**src/cfdx_pkg.sv**
```systemverilog
// cfdx_pkg: shared types and constants for the command frame deframer
// holds frame marker bytes, field widths, result status codes and the parser phase type
// no dependencies

package cfdx_pkg;

  // frame marker bytes
  localparam logic [7:0] HDR_FIRST  = 8'h55;
  localparam logic [7:0] HDR_SECOND = 8'hAA;
  localparam logic [7:0] TYPE_CMD   = 8'h05;
  localparam logic [7:0] TYPE_NULL  = 8'h00;
  localparam logic [7:0] END_MARK   = 8'hF0;

  // frame layout
  localparam int BodyLen   = 5;
  localparam int IdxW      = $clog2(BodyLen);
  localparam int CountW    = 4;
  localparam logic [CountW-1:0] IdxFirstBody = 4'd3;
  localparam logic [CountW-1:0] IdxLastBody  = 4'd7;
  localparam logic [CountW-1:0] IdxCheck     = 4'd8;
  localparam logic [CountW-1:0] IdxEnd       = 4'd9;

  // result status codes
  localparam logic STATUS_OK  = 1'b0;
  localparam logic STATUS_ERR = 1'b1;

  // parser phase
  typedef enum logic [1:0] {
    PH_HUNT  = 2'd0,
    PH_SYNC2 = 2'd1,
    PH_TYPE  = 2'd2,
    PH_BODY  = 2'd3
  } phase_t;

endpackage

```
**src/command_frame_deframer_xor.sv**
```systemverilog
// command_frame_deframer_xor: finds 10-byte command frames in a byte stream
// and gives one result per type 0x05 frame with xor check and end byte test
// depends on cfdx_pkg
//
//  channel  | dir | signals                    | content
//  ---------+-----+----------------------------+--------------------------------
//  s_axis   | in  | tvalid tready tdata[7:0]   | rx_byte
//  m_axis   | out | tvalid tready tdata[39:0]  | cmd_byte, arg_byte_a..d
//           |     | tuser[0]                   | frame_status
//
// one byte is taken per cycle while s_axis_tready is high; the parser state and the result register update
// on the same edge, so a result appears in the cycle after the tenth byte is taken.
// the output register holds a result until it is taken; s_axis_tready is low
// only while a result waits and m_axis_tready is low.
// rst is synchronous and active high and returns the parser to header hunt.

module command_frame_deframer_xor (
  input  logic        clk,
  input  logic        rst,
  input  logic        s_axis_tvalid,
  output logic        s_axis_tready,
  input  logic [7:0]  s_axis_tdata,   // [7:0] rx_byte
  output logic        m_axis_tvalid,
  input  logic        m_axis_tready,
  output logic [39:0] m_axis_tdata,   // [7:0] cmd_byte, [15:8] arg_byte_a,
                                      // [23:16] arg_byte_b, [31:24] arg_byte_c,
                                      // [39:32] arg_byte_d
  output logic [0:0]  m_axis_tuser    // [0] frame_status
);

  // parser state
  cfdx_pkg::phase_t                 phase, phase_next;
  logic [cfdx_pkg::CountW-1:0]      byte_count, byte_count_next;
  logic [7:0]                       running_xor, running_xor_next;
  logic                             type_is_command, type_is_command_next;
  logic [7:0]                       body_bytes [cfdx_pkg::BodyLen];
  logic [7:0]                       check_byte;

  // result register
  logic                             out_valid;
  logic                             out_status;
  logic [39:0]                      out_data;

  logic                             in_xfer;
  logic                             body_wr;
  logic [cfdx_pkg::IdxW-1:0]        body_idx;
  logic                             check_wr;
  logic                             emit;
  logic                             emit_status;
  logic [cfdx_pkg::CountW-1:0]      body_off;

  assign s_axis_tready = !out_valid || m_axis_tready;
  assign in_xfer       = s_axis_tvalid && s_axis_tready;
  assign m_axis_tvalid = out_valid;
  assign m_axis_tdata  = out_data;
  assign m_axis_tuser  = out_status;

  // next state of the parser
  always_comb begin
    phase_next           = phase;
    byte_count_next      = byte_count;
    running_xor_next     = running_xor;
    type_is_command_next = type_is_command;
    if (in_xfer) begin
      case (phase)
        cfdx_pkg::PH_HUNT: begin
          if (s_axis_tdata == cfdx_pkg::HDR_FIRST) phase_next = cfdx_pkg::PH_SYNC2;
        end
        cfdx_pkg::PH_SYNC2: begin
          phase_next = (s_axis_tdata == cfdx_pkg::HDR_SECOND) ? cfdx_pkg::PH_TYPE
                                                              : cfdx_pkg::PH_HUNT;
        end
        cfdx_pkg::PH_TYPE: begin
          if (s_axis_tdata == cfdx_pkg::TYPE_NULL || s_axis_tdata == cfdx_pkg::TYPE_CMD) begin
            type_is_command_next = (s_axis_tdata == cfdx_pkg::TYPE_CMD);
            running_xor_next     = s_axis_tdata;
            byte_count_next      = cfdx_pkg::IdxFirstBody;
            phase_next           = cfdx_pkg::PH_BODY;
          end else begin
            phase_next = cfdx_pkg::PH_HUNT;
          end
        end
        cfdx_pkg::PH_BODY: begin
          if (byte_count <= cfdx_pkg::IdxLastBody) begin
            running_xor_next = running_xor ^ s_axis_tdata;
            byte_count_next  = byte_count + 1'b1;
          end else if (byte_count == cfdx_pkg::IdxCheck) begin
            byte_count_next = cfdx_pkg::IdxEnd;
          end else begin
            byte_count_next = '0;
            phase_next      = cfdx_pkg::PH_HUNT;
          end
        end
        default: phase_next = cfdx_pkg::PH_HUNT;
      endcase
    end
  end

  // storage strobes and result decision
  always_comb begin
    body_off    = byte_count - cfdx_pkg::IdxFirstBody;
    body_idx    = body_off[cfdx_pkg::IdxW-1:0];
    body_wr     = in_xfer && phase == cfdx_pkg::PH_BODY
                  && byte_count >= cfdx_pkg::IdxFirstBody
                  && byte_count <= cfdx_pkg::IdxLastBody;
    check_wr    = in_xfer && phase == cfdx_pkg::PH_BODY && byte_count == cfdx_pkg::IdxCheck;
    emit        = in_xfer && phase == cfdx_pkg::PH_BODY && byte_count > cfdx_pkg::IdxCheck
                  && type_is_command;
    emit_status = (running_xor == check_byte && s_axis_tdata == cfdx_pkg::END_MARK)
                  ? cfdx_pkg::STATUS_OK : cfdx_pkg::STATUS_ERR;
  end

  // control registers
  always_ff @(posedge clk) begin
    if (rst) begin
      phase           <= cfdx_pkg::PH_HUNT;
      byte_count      <= '0;
      running_xor     <= '0;
      type_is_command <= 1'b0;
      out_valid       <= 1'b0;
    end else begin
      phase           <= phase_next;
      byte_count      <= byte_count_next;
      running_xor     <= running_xor_next;
      type_is_command <= type_is_command_next;
      if (emit) begin
        out_valid <= 1'b1;
      end else if (m_axis_tready) begin
        out_valid <= 1'b0;
      end
    end
  end

  // frame payload and result payload
  always_ff @(posedge clk) begin
    if (body_wr) begin
      body_bytes[body_idx] <= s_axis_tdata;
    end
    if (check_wr) begin
      check_byte <= s_axis_tdata;
    end
    if (emit) begin
      out_status <= emit_status;
      out_data   <= {body_bytes[4], body_bytes[3], body_bytes[2],
                     body_bytes[1], body_bytes[0]};
    end
  end

  // checks
  a_count_range: assert property (@(posedge clk) disable iff (rst)
    phase == cfdx_pkg::PH_BODY |-> byte_count >= cfdx_pkg::IdxFirstBody
                                   && byte_count <= cfdx_pkg::IdxEnd)
    else $error("byte count out of frame range");

  a_result_source: assert property (@(posedge clk) disable iff (rst)
    emit |-> type_is_command && byte_count == cfdx_pkg::IdxEnd)
    else $error("result from a non-command frame or wrong byte");

  a_type_entry: assert property (@(posedge clk) disable iff (rst)
    (phase == cfdx_pkg::PH_TYPE && $past(phase) != cfdx_pkg::PH_TYPE)
      |-> $past(phase) == cfdx_pkg::PH_SYNC2)
    else $error("type phase entered without second header byte");

  a_stall_blocks_input: assert property (@(posedge clk) disable iff (rst)
    (out_valid && !m_axis_tready) |-> !s_axis_tready)
    else $error("input taken while result is stalled");

  a_body_leaves_to_hunt: assert property (@(posedge clk) disable iff (rst)
    (in_xfer && phase == cfdx_pkg::PH_BODY && byte_count == cfdx_pkg::IdxEnd)
      |=> phase == cfdx_pkg::PH_HUNT)
    else $error("parser did not return to hunt after end byte");

endmodule

```
**config.mk**
```make
export PLATFORM = sky130hd
export DESIGN_NAME = command_frame_deframer_xor
export DESIGN_NICKNAME = d
export VERILOG_FILES = /design/src/cfdx_pkg.sv /design/src/command_frame_deframer_xor.sv
export SDC_FILE = /design/constraint.sdc
export NUM_CORES = 1
export LEC_CHECK = 0
export ABC_AREA = 1
export BUFFER_PORTS_ARGS = -buffer_cell sky130_fd_sc_hd__buf_4
export CORE_UTILIZATION = 50
export CTS_CLUSTER_SIZE = 40
export DETAILED_ROUTE_END_ITERATION = 8
export PLACE_DENSITY = 0.71
export SLEW_MARGIN = 30
export SYNTH_ARGS = -nofsm -noshare
export SYNTH_HDL_FRONTEND = slang
export SYNTH_SLANG_ARGS = --single-unit
```
**constraint.sdc**
```tcl
create_clock -name clk -period 6.3 [get_ports clk]
set_clock_uncertainty 0.2 [all_clocks]
set_input_delay 0.315 -clock clk [delete_from_list [all_inputs] [get_ports clk]]
set_output_delay 0.315 -clock clk [all_outputs]
set_load 0.01 [all_outputs]
```
### Word-level counts from Yosys, hierarchy flattened

Memory sizes are Yosys's and may differ from the RTL's. A register that Yosys moved wholly into a read port is not among the register bits.
Index checks and enable logic that the tools add are counted.
W data, S select, Z words.

| word-level totals | value |
|---|---|
| bits in registers | 25 |
| memory bits (writable) | 40 |
| output and inout bits | 43 |
| memories | 1 |

Memories:

| name | words | bits a word | rd ports | clocked after memory_dff | write ports | RTL line | text |
|---|---|---|---|---|---|---|---|
| body_bytes | 5 | 8 | 5 | 5 | 1 | command_frame_deframer_xor.sv:36 | `logic [7:0] body_bytes [cfdx_pkg::BodyLen];` |

| operators by class | value |
|---|---|
| $add $sub $neg | 2 |
| magnitude comparators | 3 |
| equal/unequal tests | 14 |
| muxes and demuxes | 18 |
| bitwise logic cells | 1 |
| reductions and logical operators | 19 |

Operator list:

| operator | number |
|---|---|
| $eq A8 B8 Y1 const B | 2 |
| $mux W8 | 2 |
| $pmux W8 S2 | 1 |
| $mux W4 | 3 |
| $mux W2 | 5 |
| $ne A2 B2 Y1 const B | 5 |
| $eq A8 B3 Y1 const B | 1 |
| $eq A8 B7 Y1 const B | 1 |
| $eq A8 B8 Y1 | 1 |
| $logic_and A1 B1 Y1 | 8 |
| $logic_not A8 Y1 | 1 |
| $pmux W2 S4 | 1 |
| $pmux W4 S2 | 1 |
| $reduce_and A4 Y1 | 2 |
| $xor A8 B8 Y8 | 1 |
| $reduce_and A3 Y1 | 2 |
| $mux W1 | 5 |
| $add A4 B1 Y4 const B | 1 |
| $eq A2 B2 Y1 const B | 2 |
| $eq A4 B4 Y1 const B | 1 |
| $ge A4 B2 Y1 const B | 1 |
| $gt A4 B4 Y1 const B | 1 |
| $le A4 B3 Y1 const B | 1 |
| $reduce_bool A2 Y1 | 2 |
| 5 further kinds | 6 |

### Logic depth before layout (Yosys ltp)

| depth | value |
|---|---|
| depth in word-level cells | 8 |
| gate-level depth with buffers | 10 |
| mapped depth without buffers | 10 |

### Worst setup path after synthesis

OpenSTA, ideal clock, no wires.

| timing path | value |
|---|---|
| kind | register to register |
| start | register byte_count[0] (netlist name) |
| end | register out_data[0], in the netlist m_axis_tdata[0] (read register of body_bytes), enable pin |
| setup time | 0.395 ns |
| data arrival time | 1.697 ns |
| path slack | 4.008 ns |
| stages on the path, launching flop included | 6 |
| path buffers | 0 |
| clock period less this slack | 2.292 ns |
| cells stage by stage | dfxtp_1 -> inv_1 -> ha_1 -> nand3_1 -> nand4_1 -> inv_1 |

| on the way | value |
|---|---|
| word-level cells in the longest chain between the ends | 3 |

RTL lines:

| element | RTL line | text |
|---|---|---|
| start, declared | command_frame_deframer_xor.sv:33 | `logic [cfdx_pkg::CountW-1:0] byte_count, byte_count_next;` |
| start signal, assigned | command_frame_deframer_xor.sv:123 | `byte_count <= byte_count_next;` |
| $gt A4 B4 Y1 | command_frame_deframer_xor.sv:107 | `emit = in_xfer && phase == cfdx_pkg::PH_BODY && byte_count > cfdx_pkg::IdxCheck` |
| $logic_and A1 B1 Y1 | command_frame_deframer_xor.sv:107 |  |
| $logic_and A1 B1 Y1 | command_frame_deframer_xor.sv:108 | `&& type_is_command;` |
| via emit | command_frame_deframer_xor.sv:48 | `logic emit;` |
| end, declared | command_frame_deframer_xor.sv:42 | `logic [39:0] out_data;` |

The timed path passes the listed nets, and every way through them passes these cells.
A chain may end at the register's enable or synchronous reset.

### Worst setup path in the final report

| timing path | value |
|---|---|
| start | register phase[0] |
| end | memory body_bytes[2][2], enable pin |

| on the way | value |
|---|---|
| word-level cells in the longest chain between the ends | 6 |

RTL lines:

| element | RTL line | text |
|---|---|---|
| start, declared | command_frame_deframer_xor.sv:32 | `cfdx_pkg::phase_t phase, phase_next;` |
| start signal, assigned | command_frame_deframer_xor.sv:116 | `phase <= cfdx_pkg::PH_HUNT;` |
| start signal, assigned | command_frame_deframer_xor.sv:122 | `phase <= phase_next;` |
| $eq A2 B2 Y1 | command_frame_deframer_xor.sv:103 | `body_wr = in_xfer && phase == cfdx_pkg::PH_BODY` |
| $logic_and A1 B1 Y1 | command_frame_deframer_xor.sv:103 |  |
| $logic_and A1 B1 Y1 | command_frame_deframer_xor.sv:104 | `&& byte_count >= cfdx_pkg::IdxFirstBody` |
| $logic_and A1 B1 Y1 | command_frame_deframer_xor.sv:105 | `&& byte_count <= cfdx_pkg::IdxLastBody;` |
| $mux W1 | command_frame_deframer_xor.sv:136 | `if (body_wr) begin` |
| $mux W1 (not written as such) | command_frame_deframer_xor.sv:137 | `body_bytes[body_idx] <= s_axis_tdata;` |
| end, declared | command_frame_deframer_xor.sv:36 |  |

Every way passes these cells.

==> run metrics <==
largest buffer count on any clock path=2; worst min path class=in -> reg; most frequent cells in the layout=89 x edfxtp_1, 55 x buf_4, 51 x nand2_1, 37 x inv_1, 32 x nor2_1; Distinct cells, synth=29; clock latency on the worst-skew pair=370 ps; Critical Path Source Type=register; delay of the slowest critical-path stage=roughly 540 ps; die width=a little over 90 um; Die H=90.9 um; initial antenna violation count=0; fin crit period=2420 ps; row count=32; largest net degree at the start of global routing=42; status=complete, no violations; clk root buf=clkbuf_8; drt drc=0; maximum VDD drop=roughly 0.00015 V; P&R area growth vs syn=17.8%; detailed placement HPWL=around 4.4 mm; CORE AREA=approximately 7700 um^2; cts repair resizes=0; CTS buffer count=9; Routed WL=slightly below 7 mm; endpoints failing setup=0; Routed Antenna Nets=0; syn_nets=313; cell mode on critical path=nor2_1; worst slew pin tran=around 700 ps; P per Cell Area=~270 nW/um^2; Mapped Avg Cell Area=about 13 um^2; via count=2315; DR iter-0 viols=between 100 and 150; total of max-cap violations=0; CP required=between 6000 and 7000 ps; First-pass DRT Iterations=4; placed cell area=between 4000 and 5000 um^2; Slew HR=between 50% and 60%; final hold vios=0; critical path cell sequence=nand2_2, nor2_2, inv_1, nor2_1, nand2_1, nor2_1; Crit Path Class=reg -> reg; dpl cells=450; ANT cells=0; max-slew violation count=0; Yosys reg bits=between 100 and 150; Top delay family on crit path=simple AND/OR/NAND/NOR gates; P_leak=between 1.5 and 2 nW; Final Cell Area=4650 um^2; CP max FO=12; share of layout cells above drive strength 1=between 20% and 30%; post-synthesis sequential area ratio=between 70% and 80%; WP data arrival=2220 ps; final net count=374; Worst-path clk slew=about 100 ps; DIE AREA=8260 um^2; total gr overflow=0; CTS tree=yes; Ys Warns=0; final setup TNS=0 ps; global-route wire length before repair=around 11 mm; Setup crit end kind=register; Routed WL per cell=14.6 um; vias in the first global route=2217; fin crit share=38.4%; Syn Std Cell Area=3950 um^2; I/O pin total=55; Final GP Congestion=a little under 0.9; slowest CP cell=nor2_1; htree depth=3; Non-Filler Instances=467; CP bufs+invs=1; Vias/cell=about 5.0; unrepaired setup endpoints after global routing=no; port bufs=54; Num Clock Sinks=105; Fmax=413 MHz; most common cell after layout, fill and taps aside=edfxtp_1; Total Routing Usage GR=~18%; Post-Syn Instances=between 200 and 300; final design utilization=a little over 60%; Initial Util=slightly above 50%
-- flip-flops by register name (all words and copies together), names as in the netlist --
register         count
running_xor          8
byte_count           4
phase                2
body_bytes          40
m_axis_tuser         1
check_byte           8
m_axis_tdata        40
type_is_command      1
m_axis_tvalid        1
-- routing by layer --
| metal | wire (um) | track usage [%] |
|---|---|---|
| met4 | 118 | 7.01 |
| met1 | 3130 | 23.3 |
| met2 | 3210 | 28.7 |
| met5 | 0 | 0 |
| met3 | 353 | 4.88 |
-- final timing paths --
path | cells after the start | slack (ps) | endpoint | start
worst max-delay path | 6 | 3880 | body_bytes[2][2]$_DFFE_PP_ | phase[0]$_SDFFE_PP0P_
worst max register to register | 6 | 3880 | body_bytes[2][2]$_DFFE_PP_ | phase[0]$_SDFFE_PP0P_
worst min register to register | 0 | 220 | m_axis_tdata[0]$_DFFE_PP_ | body_bytes[0][0]$_DFFE_PP_
worst min-delay path | 1 | 30 | body_bytes[4][6]$_DFFE_PP_ | s_axis_tdata[6]
-- worst reg2reg max path: stages, from the launching register on --
cell	delay, ps
dfxtp_1	530
nand2_2	240
nor2_2	220
inv_1	80
nor2_1	130
nand2_1	120
nor2_1	540
-- what timing repair did --
action	4_1_cts	5_1_grt
endpoints found under the hold margin	2	0
setup buffers	0	0
hold buffers	1	0
-- final cells by class --
| cell class | instances | area [um^2] |
|---|---|---|
| Tap cell | 102 | 128 |
| Fill cell | 627 | 3030 |
| Clock inverter | 6 | 72.6 |
| Inverter | 39 | 146 |
| Sequential cell | 105 | 2990 |
| Clock buffer | 10 | 128 |
| Timing Repair Buffer | 56 | 423 |
| Multi-Input combinational cell | 149 | 764 |
-- power breakdown --
part	internal [mW]	switching (mW)	total (mW)
Sequential	0.752	0.00629	0.758
Combinational	0.0196	0.0401	0.0598
Clock	0.190	0.226	0.416
-- synthesized netlist by cell type --
library cell | n | area share, %
a21oi_1 | 6 | 0.76
a21oi_4 | 1 | 0.41
a221oi_1 | 1 | 0.22
buf_2 | 2 | 0.25
buf_4 | 2 | 0.38
buf_6 | 2 | 0.57
dfxtp_1 | 16 | 8.1
edfxtp_1 | 89 | 68
ha_1 | 2 | 0.63
inv_1 | 37 | 3.5
inv_2 | 2 | 0.19
nand2_1 | 51 | 4.8
nand2_2 | 2 | 0.32
nand3_1 | 11 | 1.4
nand3_4 | 1 | 0.44
nand4_1 | 14 | 2.2
nor2_1 | 32 | 3.0
nor2_2 | 2 | 0.32
nor2_4 | 1 | 0.28
nor3_1 | 2 | 0.25
nor4_1 | 1 | 0.16
o211ai_1 | 1 | 0.19
o21ai_0 | 6 | 0.76
o21bai_1 | 4 | 0.76
o221ai_1 | 1 | 0.22
o22ai_1 | 1 | 0.16
o31ai_1 | 1 | 0.19
xnor2_1 | 2 | 0.44
xor2_1 | 6 | 1.3
-- per-stage QoR --
stage | setup WS, ps | hold WS (ps) | total power, mW
floorplan | 4010 | 184 | 0.812
global placement | 4000 | 205 | 0.832
detailed placement | 3920 | 205 | 0.833
CTS | 3890 | 24.3 | 1.24
global route | 3610 | 13.5 | 1.28
finish | 3880 | 27.0 | 1.23
-- cell families after synthesis --
group           Yosys count  share of synthesized area (%)
compound gates           22                           3.67
fa+ha+maj                 2                          0.633
simple gates            117                           13.3
buf+inv                  45                           4.91
xor+xnor                  8                           1.77
flops                   105                           75.7
Note: power is estimated with default switching activity, not from simulation.
